File: src/rtl/hsvrgb_pkg.sv
// ----------------------------------------------------------------------------
// hsvrgb_pkg
// Constants and types shared by the hsv to rgb converter pipeline.
// ----------------------------------------------------------------------------
package hsvrgb_pkg;

  localparam int unsigned HUE_W   = 9;
  localparam int unsigned PCT_W   = 7;
  localparam int unsigned LED_W   = 6;
  localparam int unsigned CHAN_W  = 8;

  // chroma, offset and per-channel sums are on a 0..10000 scale
  localparam int unsigned SCALE_W = 14;
  // ramp factor 0..60
  localparam int unsigned RAMP_W  = 6;
  // chroma times ramp factor, up to 600000
  localparam int unsigned CK_W    = 20;
  // sum times 255, up to 2550000
  localparam int unsigned T_W     = 22;

  localparam logic [PCT_W-1:0]   FULL_PCT   = 7'd100;
  localparam logic [HUE_W-1:0]   TURN       = 9'd360;
  localparam logic [HUE_W-1:0]   SEXT_DEG   = 9'd60;
  localparam logic [HUE_W-1:0]   SEXT_DEG2  = 9'd120;
  localparam logic [HUE_W-1:0]   SEXT_DEG3  = 9'd180;
  localparam logic [HUE_W-1:0]   SEXT_DEG4  = 9'd240;
  localparam logic [HUE_W-1:0]   SEXT_DEG5  = 9'd300;

  // floor(n / 60) for n <= 600000 as (n * DIV60_MUL) >> DIV60_SHIFT
  localparam int unsigned        DIV60_SHIFT = 26;
  localparam logic [20:0]        DIV60_MUL   = 21'd1118482;
  localparam int unsigned        DIV60_PW    = CK_W + 21;

  // floor(n / 10000) for n <= 2550000 as (n * DIV10K_MUL) >> DIV10K_SHIFT
  localparam int unsigned        DIV10K_SHIFT = 35;
  localparam logic [21:0]        DIV10K_MUL   = 22'd3435974;
  localparam int unsigned        DIV10K_PW    = T_W + 22;

  typedef enum logic [2:0] {
    SEXT_RED_YEL = 3'd0,
    SEXT_YEL_GRN = 3'd1,
    SEXT_GRN_CYN = 3'd2,
    SEXT_CYN_BLU = 3'd3,
    SEXT_BLU_MAG = 3'd4,
    SEXT_MAG_RED = 3'd5
  } sextant_t;

  typedef struct packed {
    logic en;
  } pipe_ctl_t;

endpackage

File: src/rtl/hsv_to_rgb_converter_top.sv
// ----------------------------------------------------------------------------
// hsv_to_rgb_converter_top
// HSV to 8-bit RGB conversion for one LED color per beat.
// ----------------------------------------------------------------------------
// Six-stage pipeline: one beat is accepted every cycle unless the output beat
// is stalled. The whole pipeline advances together and holds while the output
// beat is stalled; in_stall is high exactly then. Hue values of 360 and up
// wrap by 360, percents above 100 clamp to 100, and led_index travels
// unchanged to led_out. Each multiplier (chroma, ramp, reciprocal divide by 60
// and by 10000) sits in a stage of its own.
module hsv_to_rgb_converter_top
  import hsvrgb_pkg::*;
(
  input  logic              clk,
  input  logic              rst_n,
  input  logic              in_valid,
  output logic              in_stall,
  input  logic [HUE_W-1:0]  in_hue,
  input  logic [PCT_W-1:0]  in_saturation,
  input  logic [PCT_W-1:0]  in_brightness,
  input  logic [LED_W-1:0]  in_led_index,
  output logic              out_valid,
  input  logic              out_stall,
  output logic [CHAN_W-1:0] out_red,
  output logic [CHAN_W-1:0] out_green,
  output logic [CHAN_W-1:0] out_blue,
  output logic [LED_W-1:0]  out_led_out
);

  pipe_ctl_t ctl;

  logic s1_vld_r, s2_vld_r, s3_vld_r, s4_vld_r, s5_vld_r, out_vld_r;

  // stage 1: wrap and clamp
  logic [HUE_W-1:0]   s1_hue_nxt, s1_hue_r;
  logic [PCT_W-1:0]   s1_sat_nxt, s1_sat_r;
  logic [PCT_W-1:0]   s1_val_nxt, s1_val_r;
  logic [LED_W-1:0]   s1_led_r;

  // stage 2: chroma, value*100, sextant, ramp factor
  logic [SCALE_W-1:0] s2_c_r, s2_vh_r;
  sextant_t           s2_sext_nxt, s2_sext_r;
  logic [HUE_W-1:0]   s2_hm;
  logic [RAMP_W-1:0]  s2_k_nxt, s2_k_r;
  logic [LED_W-1:0]   s2_led_r;

  // stage 3: chroma times ramp, offset
  logic [CK_W-1:0]    s3_ck_r;
  logic [SCALE_W-1:0] s3_c_r, s3_m_r;
  sextant_t           s3_sext_r;
  logic [LED_W-1:0]   s3_led_r;

  // stage 4: ramp divided by 60
  logic [DIV60_PW-1:0] s4_prod;
  logic [SCALE_W-1:0]  s4_x_r, s4_c_r, s4_m_r;
  sextant_t            s4_sext_r;
  logic [LED_W-1:0]    s4_led_r;

  // stages 5 and 6 live in the channel scalers
  logic [SCALE_W-1:0] r_part, g_part, b_part;
  logic [LED_W-1:0]   s5_led_r, out_led_r;

  assign ctl.en   = !(out_vld_r && out_stall);
  assign in_stall = !ctl.en;

  // stage 1 logic
  always_comb begin
    s1_hue_nxt = (in_hue >= TURN) ? (in_hue - TURN) : in_hue;
    s1_sat_nxt = (in_saturation > FULL_PCT) ? FULL_PCT : in_saturation;
    s1_val_nxt = (in_brightness > FULL_PCT) ? FULL_PCT : in_brightness;
  end

  // stage 2 logic
  always_comb begin
    if (s1_hue_r < SEXT_DEG)       s2_sext_nxt = SEXT_RED_YEL;
    else if (s1_hue_r < SEXT_DEG2) s2_sext_nxt = SEXT_YEL_GRN;
    else if (s1_hue_r < SEXT_DEG3) s2_sext_nxt = SEXT_GRN_CYN;
    else if (s1_hue_r < SEXT_DEG4) s2_sext_nxt = SEXT_CYN_BLU;
    else if (s1_hue_r < SEXT_DEG5) s2_sext_nxt = SEXT_BLU_MAG;
    else                           s2_sext_nxt = SEXT_MAG_RED;

    if (s1_hue_r < SEXT_DEG2)      s2_hm = s1_hue_r;
    else if (s1_hue_r < SEXT_DEG4) s2_hm = s1_hue_r - SEXT_DEG2;
    else                           s2_hm = s1_hue_r - SEXT_DEG4;

    // triangle ramp 60 - |hm - 60|
    if (s2_hm <= SEXT_DEG) s2_k_nxt = s2_hm[RAMP_W-1:0];
    else                   s2_k_nxt = 6'(SEXT_DEG2 - s2_hm);
  end

  assign s4_prod = {{(DIV60_PW-CK_W){1'b0}}, s3_ck_r} * {{(DIV60_PW-21){1'b0}}, DIV60_MUL};

  // stage 5 part select
  always_comb begin
    r_part = '0;
    g_part = '0;
    b_part = '0;
    case (s4_sext_r)
      SEXT_RED_YEL: begin r_part = s4_c_r; g_part = s4_x_r; end
      SEXT_YEL_GRN: begin r_part = s4_x_r; g_part = s4_c_r; end
      SEXT_GRN_CYN: begin g_part = s4_c_r; b_part = s4_x_r; end
      SEXT_CYN_BLU: begin g_part = s4_x_r; b_part = s4_c_r; end
      SEXT_BLU_MAG: begin r_part = s4_x_r; b_part = s4_c_r; end
      default:      begin r_part = s4_c_r; b_part = s4_x_r; end
    endcase
  end

  always_ff @(posedge clk) begin
    if (!rst_n) begin
      s1_vld_r  <= 1'b0;
      s2_vld_r  <= 1'b0;
      s3_vld_r  <= 1'b0;
      s4_vld_r  <= 1'b0;
      s5_vld_r  <= 1'b0;
      out_vld_r <= 1'b0;
    end else if (ctl.en) begin
      s1_vld_r  <= in_valid;
      s2_vld_r  <= s1_vld_r;
      s3_vld_r  <= s2_vld_r;
      s4_vld_r  <= s3_vld_r;
      s5_vld_r  <= s4_vld_r;
      out_vld_r <= s5_vld_r;
    end
  end

  always_ff @(posedge clk) begin
    if (ctl.en) begin
      s1_hue_r  <= s1_hue_nxt;
      s1_sat_r  <= s1_sat_nxt;
      s1_val_r  <= s1_val_nxt;
      s1_led_r  <= in_led_index;

      s2_c_r    <= SCALE_W'(s1_sat_r * s1_val_r);
      s2_vh_r   <= SCALE_W'(s1_val_r * FULL_PCT);
      s2_sext_r <= s2_sext_nxt;
      s2_k_r    <= s2_k_nxt;
      s2_led_r  <= s1_led_r;

      s3_ck_r   <= CK_W'(s2_c_r * s2_k_r);
      s3_c_r    <= s2_c_r;
      s3_m_r    <= s2_vh_r - s2_c_r;
      s3_sext_r <= s2_sext_r;
      s3_led_r  <= s2_led_r;

      s4_x_r    <= s4_prod[DIV60_SHIFT +: SCALE_W];
      s4_c_r    <= s3_c_r;
      s4_m_r    <= s3_m_r;
      s4_sext_r <= s3_sext_r;
      s4_led_r  <= s3_led_r;

      s5_led_r  <= s4_led_r;
      out_led_r <= s5_led_r;
    end
  end

  hsvrgb_chan_scale u_red (
    .clk    (clk),
    .ctl    (ctl),
    .part   (r_part),
    .offset (s4_m_r),
    .chan   (out_red)
  );

  hsvrgb_chan_scale u_green (
    .clk    (clk),
    .ctl    (ctl),
    .part   (g_part),
    .offset (s4_m_r),
    .chan   (out_green)
  );

  hsvrgb_chan_scale u_blue (
    .clk    (clk),
    .ctl    (ctl),
    .part   (b_part),
    .offset (s4_m_r),
    .chan   (out_blue)
  );

  assign out_valid   = out_vld_r;
  assign out_led_out = out_led_r;

endmodule

File: src/rtl/hsvrgb_chan_scale.sv
// ----------------------------------------------------------------------------
// hsvrgb_chan_scale
// Two-stage scaler for one color channel: (part + offset) * 255 / 10000.
// ----------------------------------------------------------------------------
module hsvrgb_chan_scale
  import hsvrgb_pkg::*;
(
  input  logic               clk,
  input  pipe_ctl_t          ctl,
  input  logic [SCALE_W-1:0] part,
  input  logic [SCALE_W-1:0] offset,
  output logic [CHAN_W-1:0]  chan
);

  logic [SCALE_W-1:0]   sum;
  logic [T_W-1:0]       t_nxt;
  logic [T_W-1:0]       t_r;
  logic [DIV10K_PW-1:0] prod;
  logic [CHAN_W-1:0]    chan_r;

  // sum never exceeds 10000, so it stays in 14 bits
  assign sum   = part + offset;
  assign t_nxt = {sum, 8'd0} - {8'd0, sum};
  assign prod  = {{(DIV10K_PW-T_W){1'b0}}, t_r} * {{(DIV10K_PW-22){1'b0}}, DIV10K_MUL};

  always_ff @(posedge clk) begin
    if (ctl.en) begin
      t_r    <= t_nxt;
      chan_r <= prod[DIV10K_SHIFT +: CHAN_W];
    end
  end

  assign chan = chan_r;

endmodule

File: config.mk
export PLATFORM = sky130hd
export DESIGN_NAME = hsv_to_rgb_converter_top
export DESIGN_NICKNAME = d
export VERILOG_FILES = /design/src/rtl/hsvrgb_pkg.sv /design/src/rtl/hsv_to_rgb_converter_top.sv /design/src/rtl/hsvrgb_chan_scale.sv
export SDC_FILE = /design/constraint.sdc
export NUM_CORES = 2
export LEC_CHECK = 0
export CORE_UTILIZATION = 48
export DETAILED_ROUTE_END_ITERATION = 16
export DONT_BUFFER_PORTS = 1
export HOLD_SLACK_MARGIN = 0.05
export PLACE_DENSITY_LB_ADDON = 0.12
export SLEW_MARGIN = 5
export SYNTH_ARGS = -nofsm -noshare
export SYNTH_HDL_FRONTEND = slang
export SYNTH_SLANG_ARGS = --single-unit
File: constraint.sdc
create_clock -name clk -period 16 [get_ports clk]
set_input_delay 3.2 -clock clk [delete_from_list [all_inputs] [get_ports clk]]
set_output_delay 3.2 -clock clk [all_outputs]
set_load 0.01 [all_outputs]
# == Word-level counts from Yosys, hierarchy flattened ==
# Cells that the tools add are included.
# word_totals
reg_bits,286
out_inout_bits,32
elab_cells,87
# classes
add_sub_neg,11
multipliers,7
n_lt_le_gt_ge,9
n_eq_ne,4
muxes,11
reduce_logical,10
# ops
operator,n
"22-bit by 21-bit multiplier with 42-bit output, second input constant",3
14-bit case mux with 2 select lines,3
22-bit by 14-bit subtractor with 22-bit output,3
14-bit adder,3
"20-bit by 20-bit multiplier with 39-bit output, second input constant",1
9-bit 2-to-1 mux,3
14-bit by 6-bit multiplier with 20-bit output,1
"9-bit by 8-bit < comparator with 1-bit output, second input constant",2
"7-bit greater-than comparator, second input constant",2
7-bit by 7-bit multiplier with 14-bit output,1
2-bit OR reduction,7
14-bit subtractor,1
"7-bit by 5-bit multiplier with 12-bit output, second input constant",1
"9-bit >= comparator, second input constant",1
"9-bit by 6-bit <= comparator with 1-bit output, second input constant",1
"9-bit by 6-bit < comparator with 1-bit output, second input constant",1
"9-bit by 7-bit < comparator with 1-bit output, second input constant",1
"9-bit < comparator, second input constant",1
"9-bit by 7-bit subtractor with 9-bit output, second input constant",1
"9-bit by 8-bit subtractor with 9-bit output, second input constant",1
"9-bit subtractor, second input constant",1
"3-bit by 2-bit == test with 1-bit output, second input constant",2
6-bit 2-to-1 mux,1
"6-bit subtractor, first input constant",1
other kinds (7),9

# == Longest topological paths before layout ==
# depth
ltp_word,5
mapped_depth,26

# == By module ==
# A second synthesis with hierarchy kept.
# hier_totals
cells_unflattened,4311
hier_area_um2,45270.9
# by_module_without_submodules
module,n_inst,cells_each,area_each_um2,seq_area_each_um2
hsv_to_rgb_converter_top,1,1403,15437.3,5765.5
hsvrgb_chan_scale at u_red,1,977,10042.1,900.9
hsvrgb_chan_scale at u_blue,1,999,10027.1,900.9
hsvrgb_chan_scale at u_green,1,932,9764.4,900.9

# == Worst setup path after synthesis ==
# No wires, ideal clock.
# synth_timing
path_type,input to output
startpoint,in out_stall
endpoint,out in_stall
arrival_ns,10.427
required_time_ns,12.800
slack_ns,2.373
cell_stages,2
cell_sequence,nand2_1 > inv_1
# synth_via
elab_chain_len,1
# synth_rtl
element,line_no,source
"start, declared",hsv_to_rgb_converter_top.sv:23,"input logic out_stall,"
1-bit logical AND,hsv_to_rgb_converter_top.sv:63,assign ctl.en = !(out_vld_r && out_stall);
"end, declared",hsv_to_rgb_converter_top.sv:17,"output logic in_stall,"
# No other way between the ends.

# == Worst setup path in the final report ==
# Same ends and word-level chain as after synthesis.

==> impl_metrics.csv <==
group,metric,value,unit
status,status,"complete, no violations",
floorplanning,std_cell_rows,111,
detailed_routing,firstDrtPassIters,5,
clocking,clock_sinks,284,
synthesis,async_reset_ff_share,0,%
clocking,cts_buffers,37,
run,max-cap-violations,0,
sta,max_slew_margin,18.7,%
clocking,clockBufferDepth,3,
synthesis,synth_cell_types,82,
floorplanning,dieWidth,306,um
clocking,cts_resized,0,
finish,nets,5740,
setup_path,critPathKind,"input pin to output pin",
global_route,grt_pass1_wl,158000,um
setup_path,startpoint_type,"input pin",
sta,rsz0062_at_grt,"no",
global_route,grt_max_degree,160,
sta,setup_viol,0,
sta,final.period_utilization,45.7,%
setup_path,timing.critical_path.fanout_max,65,
finish,area_delta_synth_final,6.05,%
clocking,root_buffer,"clkbuf_16",
sta,drv_slew,0,
synthesis,ys.flop_type,"edfxtp_1",
clocking,cts_tree,"built",
synthesis,synth.avg_cell_area,10.6,um^2
synthesis,synth-seq-area-share,19.1,%
synthesis,synth_area_leader_cell,"fa_1",
sta,tightest_slew,1220,ps
clocking,cts_setup_buffers,0,
sta,hold_violations,0,
floorplanning,pin_count,65,
placed_design,io_buffers,0,
setup_path,slowest_delay,570,ps
synthesis,synthTopCellsByArea,"fa_1, ha_1, edfxtp_1",
setup_path,end_kind,"output pin",
detailed_routing,vias_per_cell,5.07,
clocking,cts.clk_slew.worst_paths,60,ps
sta,fin_skew,36.2,ps
placed_design,dp.final_hpwl,83000,um
setup_path,path_cells,"nand2_4 > inv_1",
sta,fmax,137,MHz
global_route,grt_pass1_vias,29300,
detailed_routing,drt_iter0_drc,1386,
finish,mostFrequentLayoutCells,"inv_1, ha_1, fa_1",
finish,antenna_cells,0,
min_path,worstHoldPathType,"flop to flop",
detailed_routing,drc,0,
synthesis,synth_nets,5725,
clocking,holdBufCountCts,0,
global_route,antenna_found_initial,0,
global_route,grt_overflow,0,
synthesis,yosysWarnings,0,
floorplanning,die_h,306,um
detailed_routing,wirelength,96400,um
synthesis,netlist_area,44300,um^2
placed_design,routabilityCongestion,0.957,
setup_path,crit_buf_inv,1,
setup_path,cp.arrival,4110,ps
synthesis,postSynthCellCount,4192,
synthesis,synth_edf_count,278,
synthesis,synth-seq-cells,284,
detailed_routing,vias,27500,
floorplanning,start_util,48.4,%
clocking,clk-insertion-delay-late,600,ps
sta,final.min_clock_period,7310,ps
floorplanning,die-area,93600,um^2
sta,fin_setup_tns,0,ps
setup_path,critPathRequiredTime,12800,ps
finish,final_common_cell,"inv_1",
finish,drive_above_1_share,2.81,%
global_route,gr-usage-all-layers,21.6,%
detailed_routing,detail-route-antenna-nets,0,
detailed_routing,wl_per_cell,17.8,um
setup_path,cp_slowest_cell,"nand2_4",
setup_path,cp_top_family,"simple AND/OR/NAND/NOR gates",
clocking,cts.htree.levels,2,
synthesis,synth_top_area_share,28.6,%
floorplanning,core-area,91500,um^2
metal layers:
layer / track usage [%] / vias up / wire, um
met1: 30.8 / 13400 / 46700
li1: - / 13600 / -
met5: 0 / - / 0
met2: 35.5 / 394 / 44700
met3: 2.59 / 91 / 3340
met4: 4.17 / 0 / 1660
synthesized netlist by cell type (34+ instances only):
cell      instances
inv_1          1068
nor2_1           88
fa_1            634
o21ai_0          76
ha_1            866
xor2_1           69
and2_1           58
nor2b_1          35
edfxtp_1        278
nand3_1          34
a21o_1           71
xnor2_1         135
a21oi_1         147
nand2_1         242
final cells by class:
cell class	instances	area (um^2)
multi-input cells	2806	31700
well taps	1186	1480
inverters	1068	4010
clock buffers	41	941
repair buffers	10	87.6
flip-flops and latches	284	8470
fillers	8361	44500
clock inverters	26	288
kinds of logic (layout without fill, tap and decap cells):
logic type | after synthesis | in the layout | share of synthesized area (%)
AO/OA/AOI/OAI | 496 | 496 | 7.52
XOR/XNOR | 207 | 207 | 4.14
adder cells (fa/ha/maj) | 1500 | 1500 | 53.1
buffers and inverters | 1102 | 1145 | 9.33
flip-flops | 284 | 284 | 19.1
multiplexers | 16 | 16 | 0.398
AND/OR/NAND/NOR | 587 | 587 | 6.42
worst paths after layout:
path | from | endpoint | slack [ps] | depth (start not counted)
setup reg to reg | u_green.t_r[1] | u_green.chan[7] | 9010 | 23
hold reg to reg | s3_c_r[12] | s4_c_r[12] | 410 | 0
setup / recovery | out_stall | in_stall | 8690 | 2
hold / removal | s3_c_r[12] | s4_c_r[12] | 410 | 0
stage by stage:
stage / setup slack (ps) / instances / hold slack [ps] / util [%] / area (um^2)
finish: 8690 / 5421 / 414 / 51.4 / 47000
global route: 8540 / 5421 / 417 / 51.4 / 47000
CTS: 8640 / 5421 / 416 / 51.4 / 47000
detailed placement: 8620 / 5354 / 405 / 50.0 / 45800
global placement: 8660 / 5354 / 401 / 50.0 / 45800
floorplan: 2370 / 4192 / 400 / - / 44300
state kept, by name (all words and copies together) (netlist names), 12 cells and up:
register	flops
s4_c_r	14
u_green.t_r	22
s4_m_r	13
s3_ck_r	20
s2_vh_r	12
u_blue.t_r	22
s3_m_r	13
s3_c_r	14
u_red.t_r	22
s4_x_r	14
s2_c_r	14
Power is not shown: default switching activity piles up to over one toggle a cycle in this logic, so the estimate is an artifact.
